File: src/hw/rtl/mm3_pkg.sv
// Shared types, constants and field widths for the MurmurHash3 x86_32 stream core.
// No dependencies; every other file in hw/rtl refers to this package by scoped names.
package mm3_pkg;

    localparam int unsigned WORD_W  = 32;
    localparam int unsigned COUNT_W = 3;

    localparam logic [WORD_W-1:0]  MIX_C1  = 32'hcc9e2d51;
    localparam logic [WORD_W-1:0]  MIX_C2  = 32'h1b873593;
    localparam logic [WORD_W-1:0]  MIX_ADD = 32'he6546b64;
    localparam logic [WORD_W-1:0]  FIN_M1  = 32'h85ebca6b;
    localparam logic [WORD_W-1:0]  FIN_M2  = 32'hc2b2ae35;
    localparam logic [COUNT_W-1:0] FULL_COUNT = 3'd4;

    // Queue between the key-mix front and the hash back.
    localparam int unsigned FIFO_DEPTH = 4;
    localparam int unsigned FIFO_PTR_W = $clog2(FIFO_DEPTH);
    localparam int unsigned FIFO_CNT_W = $clog2(FIFO_DEPTH + 1);

    // Configuration port: a single 32-bit register, the seed, at word address 0.
    localparam int unsigned APB_ADDR_W = 3;
    localparam int unsigned APB_DATA_W = 32;
    localparam logic [APB_ADDR_W-3:0] REG_SEED = 1'b0;

    typedef enum logic [1:0] {
        WK_EMPTY,
        WK_TAIL,
        WK_FULL
    } t_word_kind;

    typedef enum logic [1:0] {
        ST_RUN,
        ST_FIN1,
        ST_FIN2,
        ST_EMIT
    } t_back_state;

    typedef struct packed {
        logic [WORD_W-1:0]  key;
        logic [COUNT_W-1:0] count;
        t_word_kind         kind;
        logic               last;
    } t_mix_item;

endpackage

File: src/hw/rtl/mm3_if.sv
// Valid/ready channel interfaces for message words in and hash results out.
// Depends on mm3_pkg for field widths.
interface mm3_in_if;
    logic                            valid;
    logic                            ready;
    logic [mm3_pkg::WORD_W-1:0]      data_word;
    logic [mm3_pkg::COUNT_W-1:0]     valid_bytes;
    logic                            last;

    modport source (output valid, output data_word, output valid_bytes, output last,
                    input ready);
    modport sink   (input valid, input data_word, input valid_bytes, input last,
                    output ready);
endinterface

interface mm3_out_if;
    logic                       valid;
    logic                       ready;
    logic [mm3_pkg::WORD_W-1:0] hash_value;

    modport source (output valid, output hash_value, input ready);
    modport sink   (input valid, input hash_value, output ready);
endinterface

File: src/hw/rtl/mm3_front.sv
// Front end: accepts message words, masks the tail bytes, classifies the word
// and runs the two-multiply key mix in a stalling two-stage pipeline. Uses mm3_pkg, mm3_if.
module mm3_front (
    input  logic                 i_clk,
    input  logic                 i_rst_n,
    mm3_in_if.sink               i_msg,
    output mm3_pkg::t_mix_item   o_item,
    output logic                 o_item_valid,
    input  logic                 i_item_ready
);

    logic                          advance;
    logic [mm3_pkg::COUNT_W-1:0]   count_sat;
    logic [mm3_pkg::WORD_W-1:0]    masked;
    mm3_pkg::t_word_kind           kind;
    logic [mm3_pkg::WORD_W-1:0]    s1_rot;

    logic                          r_s1_valid;
    logic [mm3_pkg::WORD_W-1:0]    r_s1_prod;
    logic [mm3_pkg::COUNT_W-1:0]   r_s1_count;
    mm3_pkg::t_word_kind           r_s1_kind;
    logic                          r_s1_last;
    logic                          r_s2_valid;
    mm3_pkg::t_mix_item            r_s2_item;

    function automatic logic [mm3_pkg::COUNT_W-1:0] COUNT_W_EXT(input int unsigned v);
        return v[mm3_pkg::COUNT_W-1:0];
    endfunction

    // The whole pipeline moves together whenever its last stage can drain.
    assign advance     = !r_s2_valid || i_item_ready;
    assign i_msg.ready = advance;

    always_comb begin
        count_sat = (i_msg.valid_bytes > mm3_pkg::FULL_COUNT) ? mm3_pkg::FULL_COUNT
                                                              : i_msg.valid_bytes;
        for (int b = 0; b < 4; b++) begin
            masked[8*b +: 8] = (COUNT_W_EXT(b) < count_sat) ? i_msg.data_word[8*b +: 8]
                                                           : 8'h00;
        end
        if (count_sat == mm3_pkg::FULL_COUNT) begin
            kind = mm3_pkg::WK_FULL;
        end else if (count_sat == '0) begin
            kind = mm3_pkg::WK_EMPTY;
        end else begin
            kind = mm3_pkg::WK_TAIL;
        end
        s1_rot = {r_s1_prod[16:0], r_s1_prod[31:17]};
    end

    always_ff @(posedge i_clk) begin
        if (!i_rst_n) begin
            r_s1_valid <= 1'b0;
            r_s2_valid <= 1'b0;
        end else if (advance) begin
            r_s1_valid <= i_msg.valid;
            r_s2_valid <= r_s1_valid;
        end
    end

    always_ff @(posedge i_clk) begin
        if (advance) begin
            r_s1_prod        <= masked * mm3_pkg::MIX_C1;
            r_s1_count       <= count_sat;
            r_s1_kind        <= kind;
            r_s1_last        <= i_msg.last;
            r_s2_item.key    <= s1_rot * mm3_pkg::MIX_C2;
            r_s2_item.count  <= r_s1_count;
            r_s2_item.kind   <= r_s1_kind;
            r_s2_item.last   <= r_s1_last;
        end
    end

    assign o_item       = r_s2_item;
    assign o_item_valid = r_s2_valid;

endmodule

File: src/hw/rtl/mm3_fifo.sv
// Short queue of key-mixed items between the front end and the hash back end.
// Uses mm3_pkg for the item type and depth.
module mm3_fifo (
    input  logic                 i_clk,
    input  logic                 i_rst_n,
    input  logic                 i_push_valid,
    input  mm3_pkg::t_mix_item   i_push_item,
    output logic                 o_push_ready,
    output logic                 o_pop_valid,
    output mm3_pkg::t_mix_item   o_pop_item,
    input  logic                 i_pop_ready
);

    mm3_pkg::t_mix_item               r_mem [mm3_pkg::FIFO_DEPTH];
    logic [mm3_pkg::FIFO_PTR_W-1:0]   r_wr_ptr;
    logic [mm3_pkg::FIFO_PTR_W-1:0]   r_rd_ptr;
    logic [mm3_pkg::FIFO_CNT_W-1:0]   r_count;
    logic                             push;
    logic                             pop;

    assign o_push_ready = (r_count != mm3_pkg::FIFO_CNT_W'(mm3_pkg::FIFO_DEPTH));
    assign o_pop_valid  = (r_count != '0);
    assign o_pop_item   = r_mem[r_rd_ptr];
    assign push         = i_push_valid && o_push_ready;
    assign pop          = o_pop_valid && i_pop_ready;

    always_ff @(posedge i_clk) begin
        if (!i_rst_n) begin
            r_wr_ptr <= '0;
            r_rd_ptr <= '0;
            r_count  <= '0;
        end else begin
            if (push) begin
                r_wr_ptr <= (r_wr_ptr == mm3_pkg::FIFO_PTR_W'(mm3_pkg::FIFO_DEPTH - 1))
                            ? '0 : r_wr_ptr + 1'b1;
            end
            if (pop) begin
                r_rd_ptr <= (r_rd_ptr == mm3_pkg::FIFO_PTR_W'(mm3_pkg::FIFO_DEPTH - 1))
                            ? '0 : r_rd_ptr + 1'b1;
            end
            if (push && !pop) begin
                r_count <= r_count + 1'b1;
            end else if (pop && !push) begin
                r_count <= r_count - 1'b1;
            end
        end
    end

    always_ff @(posedge i_clk) begin
        if (push) begin
            r_mem[r_wr_ptr] <= i_push_item;
        end
    end

endmodule

File: src/hw/rtl/mm3_back.sv
// Back end: folds key-mixed items into the running hash and byte total, then runs
// the final avalanche and holds the result in an output register. Uses mm3_pkg, mm3_if.
module mm3_back (
    input  logic                         i_clk,
    input  logic                         i_rst_n,
    input  logic [mm3_pkg::WORD_W-1:0]   i_seed,
    input  mm3_pkg::t_mix_item           i_item,
    input  logic                         i_item_valid,
    output logic                         o_item_ready,
    mm3_out_if.source                    o_hash
);

    mm3_pkg::t_back_state           r_state, n_state;
    logic                           r_start, n_start;
    logic [mm3_pkg::WORD_W-1:0]     r_hash, n_hash;
    logic [mm3_pkg::WORD_W-1:0]     r_total, n_total;
    logic [mm3_pkg::WORD_W-1:0]     r_fin, n_fin;
    logic                           r_out_valid, n_out_valid;
    logic [mm3_pkg::WORD_W-1:0]     r_out, n_out;

    logic [mm3_pkg::WORD_W-1:0]     base_hash;
    logic [mm3_pkg::WORD_W-1:0]     base_total;
    logic [mm3_pkg::WORD_W-1:0]     mixed;
    logic [mm3_pkg::WORD_W-1:0]     rot;
    logic [mm3_pkg::WORD_W-1:0]     upd;
    logic [mm3_pkg::WORD_W-1:0]     fold;

    always_comb begin
        base_hash  = r_start ? i_seed : r_hash;
        base_total = r_start ? '0 : r_total;
        mixed      = base_hash ^ i_item.key;
        rot        = {mixed[18:0], mixed[31:19]};
        case (i_item.kind)
            mm3_pkg::WK_FULL: upd = {rot[29:0], 2'b00} + rot + mm3_pkg::MIX_ADD;
            mm3_pkg::WK_TAIL: upd = mixed;
            default:          upd = base_hash;
        endcase
        fold = r_hash ^ r_total;
    end

    always_comb begin
        n_state      = r_state;
        n_start      = r_start;
        n_hash       = r_hash;
        n_total      = r_total;
        n_fin        = r_fin;
        n_out        = r_out;
        n_out_valid  = r_out_valid && !o_hash.ready;
        o_item_ready = 1'b0;
        case (r_state)
            mm3_pkg::ST_RUN: begin
                o_item_ready = 1'b1;
                if (i_item_valid) begin
                    n_hash  = upd;
                    n_total = base_total + {{(mm3_pkg::WORD_W - mm3_pkg::COUNT_W){1'b0}},
                                            i_item.count};
                    n_start = i_item.last;
                    if (i_item.last) begin
                        n_state = mm3_pkg::ST_FIN1;
                    end
                end
            end
            mm3_pkg::ST_FIN1: begin
                n_fin   = (fold ^ (fold >> 16)) * mm3_pkg::FIN_M1;
                n_state = mm3_pkg::ST_FIN2;
            end
            mm3_pkg::ST_FIN2: begin
                n_fin   = (r_fin ^ (r_fin >> 13)) * mm3_pkg::FIN_M2;
                n_state = mm3_pkg::ST_EMIT;
            end
            mm3_pkg::ST_EMIT: begin
                // Wait here only while the previous result has not been taken.
                if (!r_out_valid || o_hash.ready) begin
                    n_out       = r_fin ^ (r_fin >> 16);
                    n_out_valid = 1'b1;
                    n_state     = mm3_pkg::ST_RUN;
                end
            end
            default: n_state = mm3_pkg::ST_RUN;
        endcase
    end

    always_ff @(posedge i_clk) begin
        if (!i_rst_n) begin
            r_state     <= mm3_pkg::ST_RUN;
            r_start     <= 1'b1;
            r_out_valid <= 1'b0;
        end else begin
            r_state     <= n_state;
            r_start     <= n_start;
            r_out_valid <= n_out_valid;
        end
    end

    always_ff @(posedge i_clk) begin
        r_hash  <= n_hash;
        r_total <= n_total;
        r_fin   <= n_fin;
        r_out   <= n_out;
    end

    assign o_hash.valid      = r_out_valid;
    assign o_hash.hash_value = r_out;

endmodule

File: src/hw/rtl/murmur3_32_stream_hash_core.sv
// MurmurHash3 x86_32 stream core: message words enter on i_msg, one finished hash per
// message leaves on o_hash, and the seed sits in an APB register at byte address 0.
// The back end folds one word per cycle, so words stream at one per cycle through the
// key-mix pipeline and a four-entry queue except while the back end finishes a message:
// after its last word come two avalanche multiplies and the load of the output register.
// A finished hash waits in the output register while the next message is folded, though
// that message's own result waits until it is taken. The seed is read when a message's
// first word reaches the back end, so write it only while the core is idle.
module murmur3_32_stream_hash_core (
    input  logic                              i_clk,
    input  logic                              i_rst_n,
    mm3_in_if.sink                            i_msg,
    mm3_out_if.source                         o_hash,
    input  logic                              psel,
    input  logic                              penable,
    input  logic                              pwrite,
    input  logic [mm3_pkg::APB_ADDR_W-1:0]    paddr,
    input  logic [mm3_pkg::APB_DATA_W-1:0]    pwdata,
    output logic [mm3_pkg::APB_DATA_W-1:0]    prdata,
    output logic                              pready
);

    logic [mm3_pkg::WORD_W-1:0]  r_seed;
    logic                        seed_sel;

    mm3_pkg::t_mix_item          front_item;
    logic                        front_valid;
    logic                        front_ready;
    mm3_pkg::t_mix_item          back_item;
    logic                        back_valid;
    logic                        back_ready;

    assign pready   = 1'b1;
    assign seed_sel = (paddr[mm3_pkg::APB_ADDR_W-1:2] == mm3_pkg::REG_SEED);
    assign prdata   = seed_sel ? r_seed : '0;

    always_ff @(posedge i_clk) begin
        if (!i_rst_n) begin
            r_seed <= '0;
        end else if (psel && penable && pwrite && pready && seed_sel) begin
            r_seed <= pwdata;
        end
    end

    mm3_front u_front (
        .i_clk        (i_clk),
        .i_rst_n      (i_rst_n),
        .i_msg        (i_msg),
        .o_item       (front_item),
        .o_item_valid (front_valid),
        .i_item_ready (front_ready)
    );

    mm3_fifo u_fifo (
        .i_clk        (i_clk),
        .i_rst_n      (i_rst_n),
        .i_push_valid (front_valid),
        .i_push_item  (front_item),
        .o_push_ready (front_ready),
        .o_pop_valid  (back_valid),
        .o_pop_item   (back_item),
        .i_pop_ready  (back_ready)
    );

    mm3_back u_back (
        .i_clk        (i_clk),
        .i_rst_n      (i_rst_n),
        .i_seed       (r_seed),
        .i_item       (back_item),
        .i_item_valid (back_valid),
        .o_item_ready (back_ready),
        .o_hash       (o_hash)
    );

endmodule
File: src/flat_wrapper.sv
// flat-port wrapper written by rule: the top's interface ports become plain ports
module murmur3_32_stream_hash_core_flat 
  (i_clk, i_rst_n, psel, penable, pwrite, paddr, pwdata, prdata, pready, i_msg_valid, i_msg_data_word, i_msg_valid_bytes, i_msg_last, i_msg_ready, o_hash_valid, o_hash_hash_value, o_hash_ready);
  mm3_in_if i_msg_i ();
  mm3_out_if o_hash_i ();
  input  logic i_clk;
  input  logic i_rst_n;
  input  logic psel;
  input  logic penable;
  input  logic pwrite;
  input  logic [mm3_pkg::APB_ADDR_W-1:0] paddr;
  input  logic [mm3_pkg::APB_DATA_W-1:0] pwdata;
  output logic [mm3_pkg::APB_DATA_W-1:0] prdata;
  output logic pready;
  input wire logic [$bits(i_msg_i.valid)-1:0] i_msg_valid;
  input wire logic [$bits(i_msg_i.data_word)-1:0] i_msg_data_word;
  input wire logic [$bits(i_msg_i.valid_bytes)-1:0] i_msg_valid_bytes;
  input wire logic [$bits(i_msg_i.last)-1:0] i_msg_last;
  output wire logic [$bits(i_msg_i.ready)-1:0] i_msg_ready;
  output wire logic [$bits(o_hash_i.valid)-1:0] o_hash_valid;
  output wire logic [$bits(o_hash_i.hash_value)-1:0] o_hash_hash_value;
  input wire logic [$bits(o_hash_i.ready)-1:0] o_hash_ready;
  assign i_msg_i.valid = i_msg_valid;
  assign i_msg_i.data_word = i_msg_data_word;
  assign i_msg_i.valid_bytes = i_msg_valid_bytes;
  assign i_msg_i.last = i_msg_last;
  assign i_msg_ready = i_msg_i.ready;
  assign o_hash_valid = o_hash_i.valid;
  assign o_hash_hash_value = o_hash_i.hash_value;
  assign o_hash_i.ready = o_hash_ready;
  murmur3_32_stream_hash_core u_core (.i_clk(i_clk), .i_rst_n(i_rst_n), .i_msg(i_msg_i), .o_hash(o_hash_i), .psel(psel), .penable(penable), .pwrite(pwrite), .paddr(paddr), .pwdata(pwdata), .prdata(prdata), .pready(pready));
endmodule
File: config.mk
export PLATFORM = sky130hd
export DESIGN_NAME = murmur3_32_stream_hash_core_flat
export DESIGN_NICKNAME = d
export VERILOG_FILES = /design/src/hw/rtl/mm3_pkg.sv /design/src/hw/rtl/mm3_if.sv /design/src/hw/rtl/mm3_front.sv /design/src/hw/rtl/mm3_fifo.sv /design/src/hw/rtl/mm3_back.sv /design/src/hw/rtl/murmur3_32_stream_hash_core.sv /design/src/flat_wrapper.sv
export SDC_FILE = /design/constraint.sdc
export NUM_CORES = 2
export LEC_CHECK = 0
export BUFFER_PORTS_ARGS = -buffer_cell sky130_fd_sc_hd__buf_2
export CAP_MARGIN = 40
export CORE_AREA = 2 2 301 303
export DETAILED_ROUTE_END_ITERATION = 10
export DIE_AREA = 0 0 303 305
export PLACE_DENSITY = 0.76
export REMOVE_ABC_BUFFERS = 1
export SYNTH_ARGS = -nofsm -noshare
export SYNTH_HDL_FRONTEND = slang
export SYNTH_SLANG_ARGS = --single-unit
File: constraint.sdc
create_clock -name i_clk -period 9.4 [get_ports i_clk]
set_input_delay 0.94 -clock i_clk [delete_from_list [all_inputs] [get_ports i_clk]]
set_output_delay 0.94 -clock i_clk [all_outputs]
set_load 0.02 [all_outputs]
# Yosys cells after proc, flatten, opt, wreduce, memory -nomap -nowiden
# Memories as Yosys holds them, arrays and structs flattened. A register that Yosys moved wholly into a read port is not among the register bits.
# Cells that the tools add are included.
# classes
addsub	7
mul	4
magnitude_cmp	5
eq_ne	12
muxes	26
bitwise_logic	6
reduce_logical	23
# ops
cell	n
one-hot mux 32 bit (2 select lines)	2
two-way mux 32 bit	3
multiplier 32 x 31 -> 32 bit, second input constant	2
bitwise XOR 32 x 16 -> 32 bit	2
bitwise XOR 32 bit	2
adder 32 x 3 -> 32 bit	1
adder 32 bit	1
adder 32 bit, second input constant	1
multiplier 32 x 29 -> 32 bit, second input constant	1
multiplier 32 x 32 -> 32 bit, second input constant	1
two-way mux 8 bit	4
bitwise XOR 32 x 19 -> 32 bit	1
two-way mux 2 bit	7
== test 2 bit, second input constant	5
two-way mux 3 bit	3
logical AND 1 bit	8
one-hot mux 2 bit (4 select lines)	1
< comparator 1 x 3 -> 1 bit, first input constant	2
< comparator 2 x 3 -> 1 bit, first input constant	2
two-way mux 1 bit	6
logical NOT 1 bit	5
adder 2 x 1 -> 2 bit, second input constant	2
== test 2 x 1 -> 1 bit, second input constant	2
inequality test 2 bit, second input constant	2
other kinds (14)	17
# word_totals
register_bits	249
mem_bits_rw	152
inputBits	78
output_inout_bits	67
word_cells	105
memories	1
# mem_list
name	words	width	rd	rd_ports_with_merged_regs	write_ports	line_no	source
u_core.u_fifo.r_mem	4	38	1	1	1	mm3_fifo.sv:14	mm3_pkg::t_mix_item r_mem [mm3_pkg::FIFO_DEPTH];

# Depth between registers and ports, before layout
# logic_depth
ltp_word	6
depth_mapped	27

# By module
# Synthesis repeated with hierarchy kept, for this count alone.
# unflattened
hier_cells	4986
area_unflattened_um2	53142.2
# by_module_without_submodules
mod	n_inst	cells_each	area_each_um2
mm3_back	1	2719	26845.7
mm3_front	1	1841	18793.0
mm3_fifo	1	249	5965.7
murmur3_32_stream_hash_core	1	177	1537.7

# Worst setup path after synthesis
# OpenSTA, ideal clock, no wires.
# synth_path
kind	register to register
from	register u_core.u_back.r_total[23] in the netlist's numbering
to	register u_core.u_back.r_fin[30] in the netlist's numbering (data pin)
setup_ns	0.274
t_arrival_ns	7.206
required_time_ns	9.126
setup_slack_ns	1.920
stages_incl_launch_ff	26
path_buffers	0
period_less_slack_ns	7.480
path_cell_list	edfxtp_1 -> xor2_1 -> inv_1 -> xnor2_1 -> inv_1 -> xnor2_1 -> ha_1 -> or2_2 -> fa_1 -> fa_1 -> inv_1 -> fa_1 -> fa_1 -> inv_1 -> fa_1 -> fa_1 -> fa_1 -> ha_1 -> a2111oi_0 -> a21o_1 -> o21ai_0 -> a41o_1 -> or4_1 -> a31oi_1 -> xor2_1 -> a211oi_1
# synth_via
elab_chain_cells	4
# synth_rtl
item	line_no	source
start, declared	mm3_back.sv:16	logic [mm3_pkg::WORD_W-1:0] r_total, n_total;
start signal, assigned	mm3_back.sv:97	r_total <= n_total;
bitwise XOR 32 bit	mm3_back.sv:38	fold = r_hash ^ r_total;
bitwise XOR 32 x 16 -> 32 bit	mm3_back.sv:64	n_fin = (fold ^ (fold >> 16)) * mm3_pkg::FIN_M1;
multiplier 32 x 32 -> 32 bit	mm3_back.sv:64	
one-hot mux 32 bit (2 select lines)	mm3_back.sv:50	case (r_state)
named net u_core.u_back.n_fin (one bit)	mm3_back.sv:17	logic [mm3_pkg::WORD_W-1:0] r_fin, n_fin;
end signal, assigned	mm3_back.sv:98	r_fin <= n_fin;
end, declared	mm3_back.sv:17	
# The timed path passes the listed nets, and every way through them passes these cells.
# A chain may end at the register's enable or synchronous reset.

# Worst setup path after layout
# layout_path
from	register u_core.u_back.r_total[23] in the netlist's numbering
to	register u_core.u_back.r_fin[31] in the netlist's numbering (data pin)
# The elaborated chain is that of the path after synthesis.

==> out/metrics.cfg <==
[synth]
synth_seq_cells = 403
ys_seq_area_frac = 0.222
netlist_area_mm2 = 0.0523
synth_warnings = 0
synth_edf_count = 356
synthCells = 4852
synth.top_cells.by_count = inv_1 (1236), ha_1 (820), fa_1 (720)
synth_largest_area_cell = fa_1
ys_types = 74
synthFlopType = edfxtp_1
ys_async_sr_fraction = 0
syn-mean-instance-area_um2 = 10.8
yosysMostFrequentCell = inv_1
yosysTopAreaCellShare = 0.276
ys_top_cells_by_area = fa_1 (28%), edfxtp_1 (20%), ha_1 (20%)

[critical_path]
end_kind = register
critPathLaunchType = register
critPathArrivalTime_ns = 8.92
reg2reg_to = u_core.u_back.r_fin[31]
cpLargestDelayFamily = adder cells
path_common_cell = fa_1
critPathMaxFanout = 6
slowest_stage = nor4_1
rr_startpoint = u_core.u_back.r_total[23]
startpoint = u_core.u_back.r_total[23]
r2r_cells = 27
cpPeakStageDelay_ns = 0.59
reg2reg_slack_ns = 0.80
cp.buffers_inverters = 5
required_ns = 9.72
criticalPathCategory = reg -> reg

[global_routing]
grt_start_max_net_pins = 65
gr-total-overflow = 0
antenna_found_initial = 3
grt_usage = 0.286
grt_pass1_vias = 36200
grt_pass1_wl_um = 201000

[clock_tree]
post_cts_resize_count = 0
numCtsBuffers = 45
cts_max_level = 2
cts_tree = done
cts-root-buf = clkbuf_16
cts_setup_buffers = 0
clock_latency_ns = 0.59
numClockSinks = 403
cts.clk_slew.worst_paths_ns = 0.06
cts_buffer_depth = 3
ctsHoldBuffers = 0

[routing]
dr_total_vias = 34100
drt_iter0_drc = 2272
post_drt_wl_per_cell_um = 20.5
dr.pass1.iters = 9
wl_um = 128000
post-route-drc-count = 8
drtAntennaViolNets = 0
vias_per_cell = 5.46

[sta]
tns_ns = 0
drv_slew = 0
slew_headroom = 0.401
hold_viol = 0
period_share = 0.915
clock_skew_ns = 0.0332
worst_pin_slew_ns = 0.898
rsz0062_at_grt = no
clock.fmax_ghz = 0.116
period_needed_ns = 8.60
setup_violations = 0

[hold_path]
holdCritStartpoint = u_core.u_front.r_s1_kind[1]
hold_end = u_core.u_front.o_item[2]
holdCritPathClass = reg -> reg
worstHoldPathCells = 0

[cells_and_area]
utilization = 0.628
drive_above_1_share = 0.0707
area_delta_synth_final_pct = 7.21
fillCellCount = 7081
finalNetCount = 6648

[floorplanning]
fp.dieArea_mm2 = 0.0924
die_w_um = 303
ios = 145
core_area_mm2 = 0.0893
rows = 110
die_h_um = 305
start_util = 0.586

[job]
cap_violations = 0

[run_status]
failed_checks = design-rule violations
outcome = finished, violations left

[placed_design]
place_congestion = 0.995
numPortBuffers = 141
place.detailed.hpwl_um = 108000

==> per-stage QoR <==
| stage | area (um2) | hold slack (ns) | worst slack [ns] | std cells |
|---|---|---|---|---|
| after detailed placement | 54700 | 0.405 | 1.02 | 6159 |
| final | 56100 | 0.418 | 0.798 | 6243 |
| after CTS | 56100 | 0.417 | 0.971 | 6241 |
| after global routing | 56100 | 0.427 | 0.516 | 6243 |
| after global placement | 54600 | 0.401 | 1.06 | 6154 |
| after floorplan | 52000 | 0.400 | 1.92 | 4786 |
==> registers in the layout, indices dropped and copies added (netlist names), 2 cells and up, named ones only <==
name                             count
u_core.r_seed                       32
u_core.u_back.o_hash.hash_value     32
u_core.u_back.r_fin                 32
u_core.u_back.r_hash                32
u_core.u_back.r_state                2
u_core.u_back.r_total               32
u_core.u_fifo.r_count                3
u_core.u_fifo.r_mem                152
u_core.u_fifo.r_rd_ptr               2
u_core.u_fifo.r_wr_ptr               2
u_core.u_front.o_item               38
u_core.u_front.r_s1_count            3
u_core.u_front.r_s1_kind             2
u_core.u_front.r_s1_prod            32
==> cell usage in the layout, fill, tap and decap left out, types with 9 or more instances in the layout <==
cell type / count
ha_1: 819
clkbuf_1: 9
xnor2_1: 282
nor2_1: 175
o21a_1: 38
fa_1: 720
a31oi_1: 21
o21ai_0: 98
or2_2: 10
dfxtp_1: 44
nand2b_1: 20
and2_1: 25
a21boi_0: 42
a21oi_1: 120
nor2b_1: 64
nand2_1: 182
mux2i_1: 32
inv_1: 1235
or3_1: 19
buf_4: 55
a221oi_1: 10
xor2_1: 128
o31ai_1: 13
mux2_2: 23
clkbuf_16: 45
a21o_1: 46
and3_1: 29
edfxtp_1: 356
mux4_2: 38
buf_2: 141
nand3_1: 35
o21bai_1: 13
nor3_1: 31
a211oi_1: 22
==> metal layers <==
metal	GRT usage	vias to the layer above	part of all wire	routed length [um]
li1	-	15900	-	-
met1	0.370	17000	0.41	51900
met2	0.489	931	0.49	63200
met3	0.0411	270	0.060	7700
met4	0.0996	2	0.041	5240
met5	0	-	0.000070	9
==> layout make-up <==
class	instances	area, um2	share of cell area
clock buffer	57	1200	0.0214
clock inverter	25	184	0.00328
antenna	2	5.00	0.0000892
sequential	403	11600	0.207
multi-input combinational	3145	35800	0.638
inverter	1238	4650	0.0829
timing repair buffer	197	1140	0.0203
tap	1176	1470	0.0262
==> worst max-delay path by stage <==
stage | slack, ns | endpoint | cells after the start
after floorplan | 1.92 | u_core.u_back.r_fin[30] | 25
after global placement | 1.06 | u_core.u_back.r_fin[31] | 27
after detailed placement | 1.02 | u_core.u_back.r_fin[31] | 27
after CTS | 0.97 | u_core.u_back.r_fin[31] | 27
after global routing | 0.52 | u_core.u_back.r_fin[31] | 27
final | 0.80 | u_core.u_back.r_fin[31] | 27
==> cell families (layout without fill, tap and decap cells) <==
logic type,after synthesis,after routing,synth area share
fa+ha+maj,1540,1540,0.472
buf+inv,1304,1517,0.0937
simple gates,627,627,0.0572
compound gates,474,474,0.0588
xor+xnor,410,410,0.0687
flops,403,403,0.222
mux,93,93,0.0274
other cells,1,3,0.0000717
Power is not shown: default switching activity piles up to over one toggle a cycle in this logic, so the estimate is an artifact.
